File: src/sv/pdc_pkg.sv
`timescale 1ns / 1ps
// ----------------------------------------------------------------------------
// pdc_pkg
// Shared types and constants of the postfix digit calculator: character
// codes, status codes, datapath widths and the sequencer state encoding.
// ----------------------------------------------------------------------------
package pdc_pkg;

  localparam int unsigned DATA_W = 32;
  localparam int unsigned CHAR_W = 8;
  localparam int unsigned STAT_W = 2;
  localparam int unsigned ITER_W = 5;

  // last step of the bit-serial multiply and divide loops
  localparam logic [ITER_W-1:0] ITER_LAST = ITER_W'(DATA_W - 1);

  // character codes
  localparam logic [CHAR_W-1:0] CH_ZERO   = 8'd48;
  localparam logic [CHAR_W-1:0] CH_PLUS   = 8'd43;
  localparam logic [CHAR_W-1:0] CH_MINUS  = 8'd45;
  localparam logic [CHAR_W-1:0] CH_STAR   = 8'd42;
  localparam logic [CHAR_W-1:0] CH_SLASH  = 8'd47;
  localparam logic [CHAR_W-1:0] CH_EQUALS = 8'd61;

  typedef enum logic [STAT_W-1:0] {
    ST_OK        = 2'd0,
    ST_MALFORMED = 2'd1,
    ST_DIVZERO   = 2'd2,
    ST_OVERFLOW  = 2'd3
  } status_e;

  typedef enum logic [10:0] {
    S_IDLE   = 11'b000_0000_0001,
    S_DECODE = 11'b000_0000_0010,
    S_RD_A   = 11'b000_0000_0100,
    S_RD_B   = 11'b000_0000_1000,
    S_EXEC   = 11'b000_0001_0000,
    S_MUL    = 11'b000_0010_0000,
    S_DIV    = 11'b000_0100_0000,
    S_DFIX   = 11'b000_1000_0000,
    S_WB     = 11'b001_0000_0000,
    S_RD_EQ  = 11'b010_0000_0000,
    S_EMIT   = 11'b100_0000_0000
  } state_e;

endpackage

File: src/sv/postfix_digit_calculator_core.sv
`timescale 1ns / 1ps
// ----------------------------------------------------------------------------
// postfix_digit_calculator_core
// Evaluates a postfix expression one character per transfer on a value stack
// held in a single-port-write memory, with one shared 33-bit adder/subtractor
// doing add, subtract, shift-add multiply and restoring divide.
// ----------------------------------------------------------------------------
// One input character is taken per transfer; the block drops in_ready_o while
// it works on it. A digit (or any non-operator byte) is pushed as its code
// minus 48. '*' and '/' each walk 32 steps through the shared adder, one
// product or quotient bit a step, and that loop sets the worst-case rate.
// '=', like every error, hands one result (value, status) to a single output
// register; the block goes back to accepting characters while that result
// waits to be taken, and only stalls when a second result finds the register
// still full. After every result, error or not, the stack is emptied. Stack
// memory contents are not cleared at reset; only entries below the stack
// count are ever used.
// ----------------------------------------------------------------------------
module postfix_digit_calculator_core
  import pdc_pkg::*;
#(
  parameter int unsigned STACK_DEPTH = 16
) (
  input  logic                     clk_i,
  input  logic                     rst_ni,
  input  logic                     in_valid_i,
  output logic                     in_ready_o,
  input  logic [CHAR_W-1:0]        char_code_i,
  output logic                     out_valid_o,
  input  logic                     out_ready_i,
  output logic signed [DATA_W-1:0] value_o,
  output logic [STAT_W-1:0]        status_o
);

  // count needs to hold STACK_DEPTH itself, the address only its entries
  localparam int unsigned CW = $clog2(STACK_DEPTH + 1);
  localparam int unsigned AW = $clog2(STACK_DEPTH);

  // control state
  state_e            state_q, state_d;
  logic [CW-1:0]     cnt_q, cnt_d;
  logic [ITER_W-1:0] iter_q, iter_d;
  logic              out_valid_q, out_valid_d;

  // datapath
  logic [CHAR_W-1:0] char_q, char_d;
  logic [DATA_W-1:0] a_q, a_d;       // top operand, later divisor magnitude
  logic [DATA_W-1:0] b_q, b_d;       // second operand, shifted multiplicand
  logic [DATA_W-1:0] acc_q, acc_d;   // result, product or remainder
  logic [DATA_W-1:0] quo_q, quo_d;   // multiplier or dividend/quotient
  logic              neg_q, neg_d;
  status_e           stat_q, stat_d;
  logic [DATA_W-1:0] out_value_q, out_value_d;
  status_e           out_status_q, out_status_d;

  // stack memory
  logic [DATA_W-1:0] stack_mem [STACK_DEPTH];
  logic [DATA_W-1:0] rd_data_q;
  logic [AW-1:0]     rd_addr;
  logic              mem_we;
  logic [AW-1:0]     mem_waddr;
  logic [DATA_W-1:0] mem_wdata;

  // shared adder/subtractor, bit 32 is the borrow on subtract
  logic [DATA_W-1:0] alu_x, alu_y;
  logic              alu_sub;
  logic [DATA_W:0]   alu_sum;

  logic [CW-1:0]     cnt_m1, cnt_m2;
  logic              slot_free;
  logic              in_xfer;
  logic [DATA_W-1:0] rem_sh;

  assign cnt_m1    = cnt_q - CW'(1);
  assign cnt_m2    = cnt_q - CW'(2);
  assign in_ready_o = (state_q == S_IDLE);
  assign in_xfer    = in_valid_i & in_ready_o;
  assign slot_free  = ~out_valid_q | out_ready_i;
  assign rem_sh     = {acc_q[DATA_W-2:0], quo_q[DATA_W-1]};

  assign alu_sum = {1'b0, alu_x} + ({1'b0, alu_y} ^ {(DATA_W+1){alu_sub}})
                 + {{DATA_W{1'b0}}, alu_sub};

  // operand routing into the shared unit
  always_comb begin
    alu_x   = acc_q;
    alu_y   = a_q;
    alu_sub = 1'b0;
    case (state_q)
      S_EXEC: begin
        alu_x   = b_q;
        alu_y   = a_q;
        alu_sub = (char_q == CH_MINUS);
      end
      S_MUL: begin
        alu_x = acc_q;
        alu_y = quo_q[0] ? b_q : '0;
      end
      S_DIV: begin
        alu_x   = rem_sh;
        alu_y   = a_q;
        alu_sub = 1'b1;
      end
      S_DFIX: begin
        alu_x   = '0;
        alu_y   = quo_q;
        alu_sub = 1'b1;
      end
      default: begin
        alu_x   = acc_q;
        alu_y   = a_q;
        alu_sub = 1'b0;
      end
    endcase
  end

  // sequencer
  always_comb begin
    state_d      = state_q;
    cnt_d        = cnt_q;
    iter_d       = iter_q;
    out_valid_d  = out_valid_q;
    char_d       = char_q;
    a_d          = a_q;
    b_d          = b_q;
    acc_d        = acc_q;
    quo_d        = quo_q;
    neg_d        = neg_q;
    stat_d       = stat_q;
    out_value_d  = out_value_q;
    out_status_d = out_status_q;
    rd_addr      = cnt_m1[AW-1:0];
    mem_we       = 1'b0;
    mem_waddr    = cnt_q[AW-1:0];
    mem_wdata    = {{(DATA_W-CHAR_W){1'b0}}, char_q} - DATA_W'(CH_ZERO);

    // output register drains independently of the sequencer
    if (out_valid_q && out_ready_i) begin
      out_valid_d = 1'b0;
    end

    case (state_q)
      S_IDLE: begin
        if (in_xfer) begin
          char_d  = char_code_i;
          state_d = S_DECODE;
        end
      end
      S_DECODE: begin
        if (char_q inside {CH_PLUS, CH_MINUS, CH_STAR, CH_SLASH}) begin
          if (cnt_q < CW'(2)) begin
            acc_d   = '0;
            stat_d  = ST_MALFORMED;
            state_d = S_EMIT;
          end else begin
            rd_addr = cnt_m1[AW-1:0];
            state_d = S_RD_A;
          end
        end else if (char_q == CH_EQUALS) begin
          if (cnt_q != CW'(1)) begin
            acc_d   = '0;
            stat_d  = ST_MALFORMED;
            state_d = S_EMIT;
          end else begin
            rd_addr = '0;
            state_d = S_RD_EQ;
          end
        end else if (cnt_q >= CW'(STACK_DEPTH)) begin
          acc_d   = '0;
          stat_d  = ST_OVERFLOW;
          state_d = S_EMIT;
        end else begin
          // push character code minus 48
          mem_we  = 1'b1;
          cnt_d   = cnt_q + CW'(1);
          state_d = S_IDLE;
        end
      end
      S_RD_A: begin
        a_d     = rd_data_q;
        rd_addr = cnt_m2[AW-1:0];
        state_d = S_RD_B;
      end
      S_RD_B: begin
        b_d     = rd_data_q;
        state_d = S_EXEC;
      end
      S_EXEC: begin
        case (char_q)
          CH_STAR: begin
            acc_d   = '0;
            quo_d   = a_q;
            iter_d  = '0;
            state_d = S_MUL;
          end
          CH_SLASH: begin
            if (a_q == '0) begin
              acc_d   = '0;
              stat_d  = ST_DIVZERO;
              state_d = S_EMIT;
            end else begin
              // work on magnitudes, fix the sign after the loop
              a_d     = a_q[DATA_W-1] ? (~a_q + DATA_W'(1)) : a_q;
              quo_d   = b_q[DATA_W-1] ? (~b_q + DATA_W'(1)) : b_q;
              neg_d   = a_q[DATA_W-1] ^ b_q[DATA_W-1];
              acc_d   = '0;
              iter_d  = '0;
              state_d = S_DIV;
            end
          end
          default: begin
            acc_d   = alu_sum[DATA_W-1:0];
            state_d = S_WB;
          end
        endcase
      end
      S_MUL: begin
        // shift-add, one multiplier bit a step
        acc_d  = alu_sum[DATA_W-1:0];
        b_d    = {b_q[DATA_W-2:0], 1'b0};
        quo_d  = {1'b0, quo_q[DATA_W-1:1]};
        iter_d = iter_q + ITER_W'(1);
        if (iter_q == ITER_LAST) begin
          state_d = S_WB;
        end
      end
      S_DIV: begin
        // restoring step, one quotient bit a step
        if (!alu_sum[DATA_W]) begin
          acc_d = alu_sum[DATA_W-1:0];
        end else begin
          acc_d = rem_sh;
        end
        quo_d  = {quo_q[DATA_W-2:0], ~alu_sum[DATA_W]};
        iter_d = iter_q + ITER_W'(1);
        if (iter_q == ITER_LAST) begin
          state_d = S_DFIX;
        end
      end
      S_DFIX: begin
        acc_d   = neg_q ? alu_sum[DATA_W-1:0] : quo_q;
        state_d = S_WB;
      end
      S_WB: begin
        // result replaces the second operand, one value fewer
        mem_we    = 1'b1;
        mem_waddr = cnt_m2[AW-1:0];
        mem_wdata = acc_q;
        cnt_d     = cnt_m1;
        state_d   = S_IDLE;
      end
      S_RD_EQ: begin
        acc_d   = rd_data_q;
        stat_d  = ST_OK;
        state_d = S_EMIT;
      end
      S_EMIT: begin
        if (slot_free) begin
          out_valid_d  = 1'b1;
          out_value_d  = acc_q;
          out_status_d = stat_q;
          cnt_d        = '0;
          state_d      = S_IDLE;
        end
      end
      default: begin
        state_d = S_IDLE;
      end
    endcase
  end

  always_ff @(posedge clk_i or negedge rst_ni) begin
    if (!rst_ni) begin
      state_q     <= S_IDLE;
      cnt_q       <= '0;
      iter_q      <= '0;
      out_valid_q <= 1'b0;
    end else begin
      state_q     <= state_d;
      cnt_q       <= cnt_d;
      iter_q      <= iter_d;
      out_valid_q <= out_valid_d;
    end
  end

  always_ff @(posedge clk_i) begin
    char_q       <= char_d;
    a_q          <= a_d;
    b_q          <= b_d;
    acc_q        <= acc_d;
    quo_q        <= quo_d;
    neg_q        <= neg_d;
    stat_q       <= stat_d;
    out_value_q  <= out_value_d;
    out_status_q <= out_status_d;
  end

  // stack memory, one write and one registered read per cycle
  always_ff @(posedge clk_i) begin
    if (mem_we) begin
      stack_mem[mem_waddr] <= mem_wdata;
    end
    rd_data_q <= stack_mem[rd_addr];
  end

  assign out_valid_o = out_valid_q;
  assign value_o     = out_value_q;
  assign status_o    = out_status_q;

  // ---------------------------------------------------------------------------
  // assertions
  // ---------------------------------------------------------------------------

  // the sequencer is busy in the cycle after every input transfer
  a_busy_after_xfer : assert property (
    @(posedge clk_i) disable iff (!rst_ni)
    in_xfer |=> !in_ready_o
  ) else $error("ready high straight after an input transfer");

  // error results always carry a zero value
  a_err_value_zero : assert property (
    @(posedge clk_i) disable iff (!rst_ni)
    (out_valid_o && status_o != ST_OK) |-> (value_o == '0)
  ) else $error("error result with nonzero value");

  // the stack never holds more than its depth
  a_cnt_bound : assert property (
    @(posedge clk_i) disable iff (!rst_ni)
    cnt_q <= CW'(STACK_DEPTH)
  ) else $error("stack count beyond depth");

  // loading a result empties the stack and fills the output register
  a_emit_clears : assert property (
    @(posedge clk_i) disable iff (!rst_ni)
    (state_q == S_EMIT && slot_free) |=> (cnt_q == '0 && out_valid_o)
  ) else $error("result load did not clear the stack");

endmodule

File: config.mk
export PLATFORM = sky130hd
export DESIGN_NAME = postfix_digit_calculator_core
export DESIGN_NICKNAME = d
export VERILOG_FILES = /design/src/sv/pdc_pkg.sv /design/src/sv/postfix_digit_calculator_core.sv
export SDC_FILE = /design/constraint.sdc
export NUM_CORES = 1
export LEC_CHECK = 0
export BUFFER_PORTS_ARGS = -buffer_cell sky130_fd_sc_hd__buf_4
export CELL_PAD_IN_SITES_DETAIL_PLACEMENT = 1
export CELL_PAD_IN_SITES_GLOBAL_PLACEMENT = 1
export CORE_ASPECT_RATIO = 0.9
export CORE_UTILIZATION = 52
export DETAILED_ROUTE_END_ITERATION = 16
export HOLD_SLACK_MARGIN = 0.03
export MAX_ROUTING_LAYER = met4
export PLACE_DENSITY = 0.75
export SETUP_SLACK_MARGIN = 0.4
export SLEW_MARGIN = 25
export SYNTH_ARGS = -nofsm -noshare
export SYNTH_HDL_FRONTEND = slang
export SYNTH_SLANG_ARGS = --single-unit
File: constraint.sdc
create_clock -name clk_i -period 15.47 [get_ports clk_i]
set_input_delay 1.547 -clock clk_i [delete_from_list [all_inputs] [get_ports clk_i]]
set_output_delay 1.547 -clock clk_i [all_outputs]
set_load 0.05 [all_outputs]
==> impl_metrics.py, run 1 <==
metrics = {
    "timing": {
        "rsz0062_at_grt": "no",
        "setup_viol": 0,
        "timing.final.crit_share_pct": 43.6,
        "setup_ws_ns": 8.72,
        "slew_violations": 0,
        "final-hold-violation-count": 0,
        "worstMarginPinSlew_ns": 1.10,
        "tns_ns": 0,
        "max_slew_margin_pct": 26.9,
        "fmax_mhz": 148,
        "period_minus_slack_ns": 6.75,
        "fin_skew_ns": 0.0268,
    },
    "cts": {
        "post_cts_resized": 0,
        "cts_buffers": 78,
        "clock_path_buffers": 3,
        "root_buffer": "clkbuf_16",
        "h-tree-depth": 3,
        "postCtsSetupRepairBufs": 0,
        "clock_sinks": 739,
        "clk_pin_slew_worst_paths_ns": 0.06,
        "cts_tree": "done",
        "clk_latency_ns": 0.66,
        "hold_buffers": 0,
    },
    "finish": {
        "fin_util_pct": 58.9,
        "drive_above_1_share_pct": 10.9,
        "area_growth_pct": 12.2,
        "stdcell_count": 3599,
        "fin_nets": 2714,
    },
    "worst_hold_path": {
        "hold_path.class": "register to register",
        "hold_depth": 0,
    },
    "global_routing": {
        "grt_start_max_net_pins": 140,
        "grt_pass1_wl_mm": 151,
        "overflow": 0,
        "antenna_found_initial": 2,
        "grt_pass1_vias": 23605,
        "grt_util_all_layers_pct": 30.6,
    },
    "drt": {
        "wire_per_inst_um": 28.2,
        "drt-initial-drc-count": 2334,
        "first_pass_iters": 8,
        "drc": 0,
        "wl_mm": 101,
        "viasPerCell": 6.32,
        "postRouteAntennaNets": 0,
        "vias": 22762,
    },
    "floorplanning": {
        "die_x_um": 276,
        "dieArea_mm2": 0.0686,
        "start_util_pct": 52.5,
        "io_pins": 48,
        "core_area_mm2": 0.0669,
        "die_y_um": 249,
        "fp-row-count": 90,
    },
    "synthesis": {
        "synthFlopType": "edfxtp_1",
        "syn_area_mm2": 0.0351,
        "synth_cell_types": 84,
        "yosysSeqAreaShare_pct": 61.9,
        "synthArstFlopShare_pct": 2.98,
        "ys_ff_latch": 739,
        "post_synth.cell_area_avg_um2": 13.3,
        "syn_inst": 2636,
        "ys_warn_count": 0,
        "synth_edf_count": 685,
        "synth_nets": 2692,
    },
    "place": {
        "dpl.hpwl_mm": 63.4,
        "port_buffers": 47,
        "dp_cells": 3449,
        "dp_slack_ns": 8.71,
        "routabilityCongestion": 0.900,
    },
    "flow_run": {
        "maxCapViolCount": 0,
    },
    "critical_path": {
        "critical_path.slowest_cell": "and2_2",
        "worstPathMaxFanout": 59,
        "arrival_ns": 7.14,
        "worst-endpoint-required_ns": 15.86,
        "worstSetupStartpointType": "register",
        "critPathTopFamily": "compound AO/OA/AOI/OAI gates",
        "worstSetupPathType": "register to register",
        "crit_chain": "or3_1 -> nor4_4 -> buf_4 -> and2_2 -> a22o_1 -> a21oi_1 -> xnor2_1 -> fa_1 -> a21o_1 -> a221oi_1 -> a21o_1 -> nand3_1 -> nand3_1 -> o21ai_2 -> buf_4 -> a211oi_1 -> o221ai_1 -> a311o_1",
        "crit_cells": 18,
        "cp-end-kind": "register",
        "critPathMaxStageDelay_ns": 0.73,
        "ff2ff_path_depth": 18,
        "cp_num_buf_inv": 2,
    },
    "pwr": {
        "p_per_area_mw_per_mm2": 174,
        "max-vdd-ir-drop_v": 0.000198,
        "totalPowerFinal_uw": 6870,
        "p_leak_uw": 0.0151,
    },
    "outcome": {
        "status": "finished, final reports clean",
    },
}
path summary, 6_finish.rpt:
kind | startpoint | to | slack (ns)
worst max-delay path | state_q[10] | acc_q[31] | 8.72
min in group asynchronous | rst_ni | cnt_q[0] | 0.80
worst min-delay path | stat_q[0] | status_o[0] | 0.48
worst max register to register | state_q[10] | acc_q[31] | 8.72
max in group asynchronous | rst_ni | state_q[0] | 14.37
worst min register to register | stat_q[0] | status_o[0] | 0.48
Yosys cell counts, types with 11 or more instances:
| master | instances | area, µm² |
|---|---|---|
| nand3_1 | 18 | 90.1 |
| xor2_1 | 55 | 482 |
| or4_1 | 13 | 97.6 |
| dfxtp_1 | 32 | 641 |
| a21oi_1 | 114 | 571 |
| a22o_1 | 32 | 280 |
| a22oi_1 | 74 | 556 |
| clkbuf_1 | 95 | 357 |
| mux2i_1 | 499 | 4990 |
| buf_1 | 33 | 124 |
| or3_1 | 12 | 75.1 |
| xnor2_1 | 63 | 552 |
| edfxtp_1 | 685 | 20600 |
| nand2_1 | 268 | 1010 |
| nor4_1 | 12 | 75.1 |
| nor3_1 | 26 | 130 |
| nor2_1 | 97 | 364 |
| a21o_1 | 48 | 360 |
| inv_1 | 26 | 97.6 |
| nand4_1 | 11 | 68.8 |
| o21ai_0 | 115 | 576 |
| a222oi_1 | 23 | 230 |
| mux2_2 | 12 | 135 |
| ha_1 | 43 | 538 |
| o31ai_1 | 17 | 128 |
| dfrtp_1 | 21 | 526 |
| buf_2 | 28 | 140 |
stage by stage:
stage / instance area, µm² / hold WS, ns
floorplan: 35100 / 0.400
global placement: 36600 / 0.445
detailed placement: 36600 / 0.469
CTS: 39300 / 0.482
global route: 39400 / 0.487
finish: 39400 / 0.481
area by class of cell:
type,count,area [µm²]
antenna,3,7.51
clock buffer,107,2160
clock inverter,37,564
fill,6385,27500
inverter,26,97.6
multi-input combinational,1713,12900
sequential,739,21800
tap,874,1090
timing repair buffer,100,848
registers in the layout (all words and copies together), names as in the netlist:
name	flops
a_q	32
acc_q	32
b_q	32
char_q	8
cnt_q	5
iter_q	5
neg_q	1
out_valid_o	1
quo_q	32
rd_data_q	32
stack_mem	512
stat_q	2
state_q	11
status_o	2
value_o	32
cells by family after synthesis:
kind of cell,after synthesis,share of synthesized area [%]
xor+xnor,118,2.94
flops,739,61.9
mux,511,14.6
buf+inv,184,2.10
compound gates,509,9.73
simple gates,531,7.09
fa+ha+maj,44,1.59
layer usage:
layer  part of all wire, %  vias to the layer above  GRT usage (%)  wire, µm
met5                     0                        -              -         0
met4                   2.5                        0           8.85      2580
met3                   5.7                      163           3.33      5730
met2                    48                      775           47.7     48400
met1                    44                    11680           42.5     44700
li1                      -                    10144              -         -
cell usage in the layout (no fill, tap or decap), types with 19 or more instances in the layout:
cell type	netlist	final
a21o_1	48	47
a21oi_1	114	111
a222oi_1	23	23
a22o_1	32	32
a22oi_1	74	74
buf_4	1	94
clkbuf_1	95	19
clkbuf_16	0	78
dfrtp_1	21	21
dfxtp_1	32	32
edfxtp_1	685	685
ha_1	43	43
inv_1	26	26
mux2i_1	499	498
nand2_1	268	268
nor2_1	97	77
nor2_4	0	19
nor3_1	26	26
o21ai_0	115	114
xnor2_1	63	63
xor2_1	55	55
where the power goes:
group          internal (µW)  total [µW]  switching [µW]
sequential              2390        2540             154
clock                   1170        2000             821
combinational            973        2340            1370
total                   4530        6870            2340
worst reg2reg max path, delay by kind of cell, from the launching register on:
| kind | cells | cell delay, ns |
|---|---|---|
| xor gates and xnor gates | 1 | 0.20 |
| DFF | 1 | 0.47 |
| adders and majority gates | 1 | 0.47 |
| buffers and inverters | 2 | 0.80 |
| AOI/OAI and AO/OA | 9 | 2.50 |
| and+or+nand+nor | 5 | 2.08 |
No activity file was read; power rests on OpenSTA's default activity.
==> inputs of run 2 (changes only) <==
--- a/config.mk
+++ b/config.mk
@@ -5,15 +5,16 @@
 export SDC_FILE = /design/constraint.sdc
 export NUM_CORES = 1
 export LEC_CHECK = 0
+export ABC_AREA = 1
 export BUFFER_PORTS_ARGS = -buffer_cell sky130_fd_sc_hd__buf_4
 export CELL_PAD_IN_SITES_DETAIL_PLACEMENT = 1
 export CELL_PAD_IN_SITES_GLOBAL_PLACEMENT = 1
 export CORE_ASPECT_RATIO = 0.9
-export CORE_UTILIZATION = 52
+export CORE_UTILIZATION = 46
 export DETAILED_ROUTE_END_ITERATION = 16
 export HOLD_SLACK_MARGIN = 0.03
 export MAX_ROUTING_LAYER = met4
-export PLACE_DENSITY = 0.75
+export PLACE_DENSITY = 0.74
 export SETUP_SLACK_MARGIN = 0.4
 export SLEW_MARGIN = 25
 export SYNTH_ARGS = -nofsm -noshare
==> constraint.sdc (replaced) <==
create_clock -name clk_i -period 5.81 [get_ports clk_i]
set_input_delay 0.581 -clock clk_i [delete_from_list [all_inputs] [get_ports clk_i]]
set_output_delay 0.581 -clock clk_i [all_outputs]
set_load 0.05 [all_outputs]
==> impl_metrics.py, run 2 <==
metrics = {
    "outcome": {
        "status": "finished, final reports clean",
    },
    "finish": {
        "design_area_mm2": 0.0405,
        "drive_above_1_share_pct": 9.57,
        "fill_cells": 8446,
        "layout_common_cells": "685 x edfxtp_1, 543 x nand2_1, 527 x inv_1",
        "fin_nets": 3658,
        "largest_register_ffs": 512,
        "final_common_cell": "edfxtp_1",
        "fin_util_pct": 52.8,
        "area_growth_pct": 12.9,
        "regMostFlops": "stack_mem",
    },
    "pwr": {
        "p_sw_share_pct": 39.4,
        "p_per_area_mw_per_mm2": 462,
        "p_int_uw": 11300,
        "pwr-share-seq_pct": 36.3,
        "pwr-share-comb_pct": 35.7,
        "switchingPower_uw": 7370,
        "max-vdd-ir-drop_v": 0.000478,
        "pwr-share-clk_pct": 28.0,
        "p_leak_uw": 0.0159,
    },
    "synthesis": {
        "ys_warn_count": 0,
        "synthFlopType": "edfxtp_1",
        "ys_ff_latch": 739,
        "synth_most_common_cell": "edfxtp_1",
        "syn_area_mm2": 0.0359,
        "synth_common_cells": "685 x edfxtp_1, 546 x nand2_1, 530 x inv_1, 345 x o21ai_0, 292 x a21oi_1",
        "synth_cell_types": 60,
        "synth_edf_count": 685,
        "post_synth.cell_area_avg_um2": 10.1,
        "synth_top_area_share_pct": 57.4,
        "yosysTopAreaCell": "edfxtp_1",
        "yosysSeqAreaShare_pct": 60.7,
        "synth_nets": 3614,
        "synth.area.top_cells": "edfxtp_1 57%, nand2_1 5.7%, inv_1 5.5%",
        "synthArstFlopShare_pct": 2.98,
        "syn_inst": 3558,
    },
    "global_routing": {
        "met3_usage_pct": 4.95,
        "antenna_found_initial": 2,
        "overflow": 0,
        "grt.busiest_layer": "met2",
        "grt_pass1_vias": 29356,
        "grt_start_max_net_pins": 128,
        "grt_util_all_layers_pct": 33.5,
        "use_met1_pct": 45.5,
        "grt_pass1_wl_mm": 189,
        "met2_usage_pct": 51.2,
    },
    "timing": {
        "slew_violations": 0,
        "fmax_mhz": 199,
        "setup_ws_ns": 0.780,
        "final-hold-violation-count": 0,
        "rsz0062_at_grt": "no",
        "timing.final.crit_share_pct": 86.6,
        "tns_ns": 0,
        "fin_skew_ns": 0.0256,
        "max_slew_margin_pct": 27.5,
        "worstMarginPinSlew_ns": 1.08,
        "setup_viol": 0,
        "period_minus_slack_ns": 5.03,
    },
    "drt": {
        "wire_per_inst_um": 27.3,
        "drc": 0,
        "vias": 28557,
        "wl_mm": 128,
        "first_pass_iters": 6,
        "postRouteAntennaNets": 0,
        "viasPerCell": 6.08,
        "drt-initial-drc-count": 3022,
    },
    "critical_path": {
        "critical_path.slowest_cell": "dfrtp_1",
        "arrival_ns": 5.43,
        "cp-end-kind": "register",
        "path_common_cell": "nand2_1",
        "worstPathMaxFanout": 19,
        "cp_num_buf_inv": 4,
        "worstSetupPathType": "register to register",
        "worstSetupStartpointType": "register",
        "critPathTopFamily": "simple AND/OR/NAND/NOR gates",
        "critPathMaxStageDelay_ns": 0.41,
        "worst-endpoint-required_ns": 6.21,
    },
    "floorplanning": {
        "start_util_pct": 46.8,
        "io_pins": 48,
        "die_x_um": 296,
        "die_y_um": 267,
        "dieArea_mm2": 0.0791,
        "fp-row-count": 96,
        "core_area_mm2": 0.0766,
    },
    "worst_hold_path": {
        "hold_path.class": "input pin to register",
    },
    "cts": {
        "h-tree-depth": 3,
        "root_buffer": "clkbuf_16",
        "clock_sinks": 739,
        "clk_latency_ns": 0.65,
        "cts_buffers": 80,
        "clock_path_buffers": 3,
        "cts_tree": "done",
        "clk_pin_slew_worst_paths_ns": 0.07,
    },
    "place": {
        "routabilityCongestion": 1.01,
        "place_area_mm2": 0.0377,
        "port_buffers": 47,
        "dpl.hpwl_mm": 88.0,
        "dp_slack_ns": 0.587,
    },
    "flow_run": {
        "maxCapViolCount": 0,
    },
}
-- run 2: cell types whose count changed after synthesis, sizes merged, moves of 89 or more --
cell,delta
mux2i,-499
inv,+514
nand2,+291
nor2,+89
o221ai,+109
o21ai,+259
o211ai,+93
a21oi,+179
nand3,+170
-- run 2: final cells by class --
class / instances / area, µm² / area share (%)
timing repair buffer: 139 / 1200 / 2.96
sequential: 739 / 21800 / 53.8
multi-input combinational: 2099 / 11500 / 28.4
clock buffer: 104 / 2170 / 5.37
tap: 1029 / 1290 / 3.18
clock inverter: 45 / 489 / 1.21
antenna: 1 / 2.50 / 0.00618
inverter: 543 / 2050 / 5.07
-- run 2: final timing paths --
check	from	end	slack, ns	cells after the start
setup / recovery	state_q[10]	acc_q[23]	0.78	25
hold / removal	char_code_i[4]	char_q[4]	0.11	1
setup reg to reg	state_q[10]	acc_q[23]	0.78	25
hold reg to reg	stat_q[0]	status_o[0]	0.43	0
max in group asynchronous	rst_ni	state_q[0]	5.12	2
min in group asynchronous	rst_ni	state_q[4]	0.38	2
-- run 2: metal layers --
metal | vias to the layer above | routed length (µm) | share of wire, %
met4 | 0 | 4520 | 3.5
li1 | 12615 | - | -
met2 | 1134 | 59200 | 46
met1 | 14584 | 55400 | 43
met3 | 224 | 9030 | 7.0
met5 | - | 0 | 0
-- run 2: power groups by stage --
stage	clock, µW	sequential, µW	combinational [µW]
CTS	5300	6780	6660
detailed placement	0	6880	6570
global placement	0	6880	6190
floorplan	0	6700	4340
finish	5240	6790	6670
global route	5490	6790	7290
-- run 2: what timing repair did --
| action | CTS | global route |
|---|---|---|
| buffers inserted | 0 | 5 |
| setup endpoints to repair | 0 | 29 |
| hold buffers | 1 | 0 |
| endpoints found under the hold margin | 21 | 0 |
| resized for setup | 0 | 5 |
-- run 2: stage by stage --
| step | power, µW | instances | hold slack [ns] |
|---|---|---|---|
| floorplan | 11000 | 3558 | 0.285 |
| global placement | 13100 | 4541 | 0.409 |
| detailed placement | 13500 | 4542 | 0.414 |
| CTS | 18700 | 4692 | 0.0715 |
| global route | 19600 | 4699 | 0.0793 |
| finish | 18700 | 4699 | 0.107 |
-- run 2: cell families after synthesis --
family,Yosys count,share of synthesized area (%)
XOR/XNOR,72,1.76
multiplexers,1,0.0314
AO/OA/AOI/OAI,973,16.1
adder cells (fa/ha/maj),44,1.56
AND/OR/NAND/NOR,1009,12.0
flip-flops,739,60.7
buffers and inverters,720,7.87
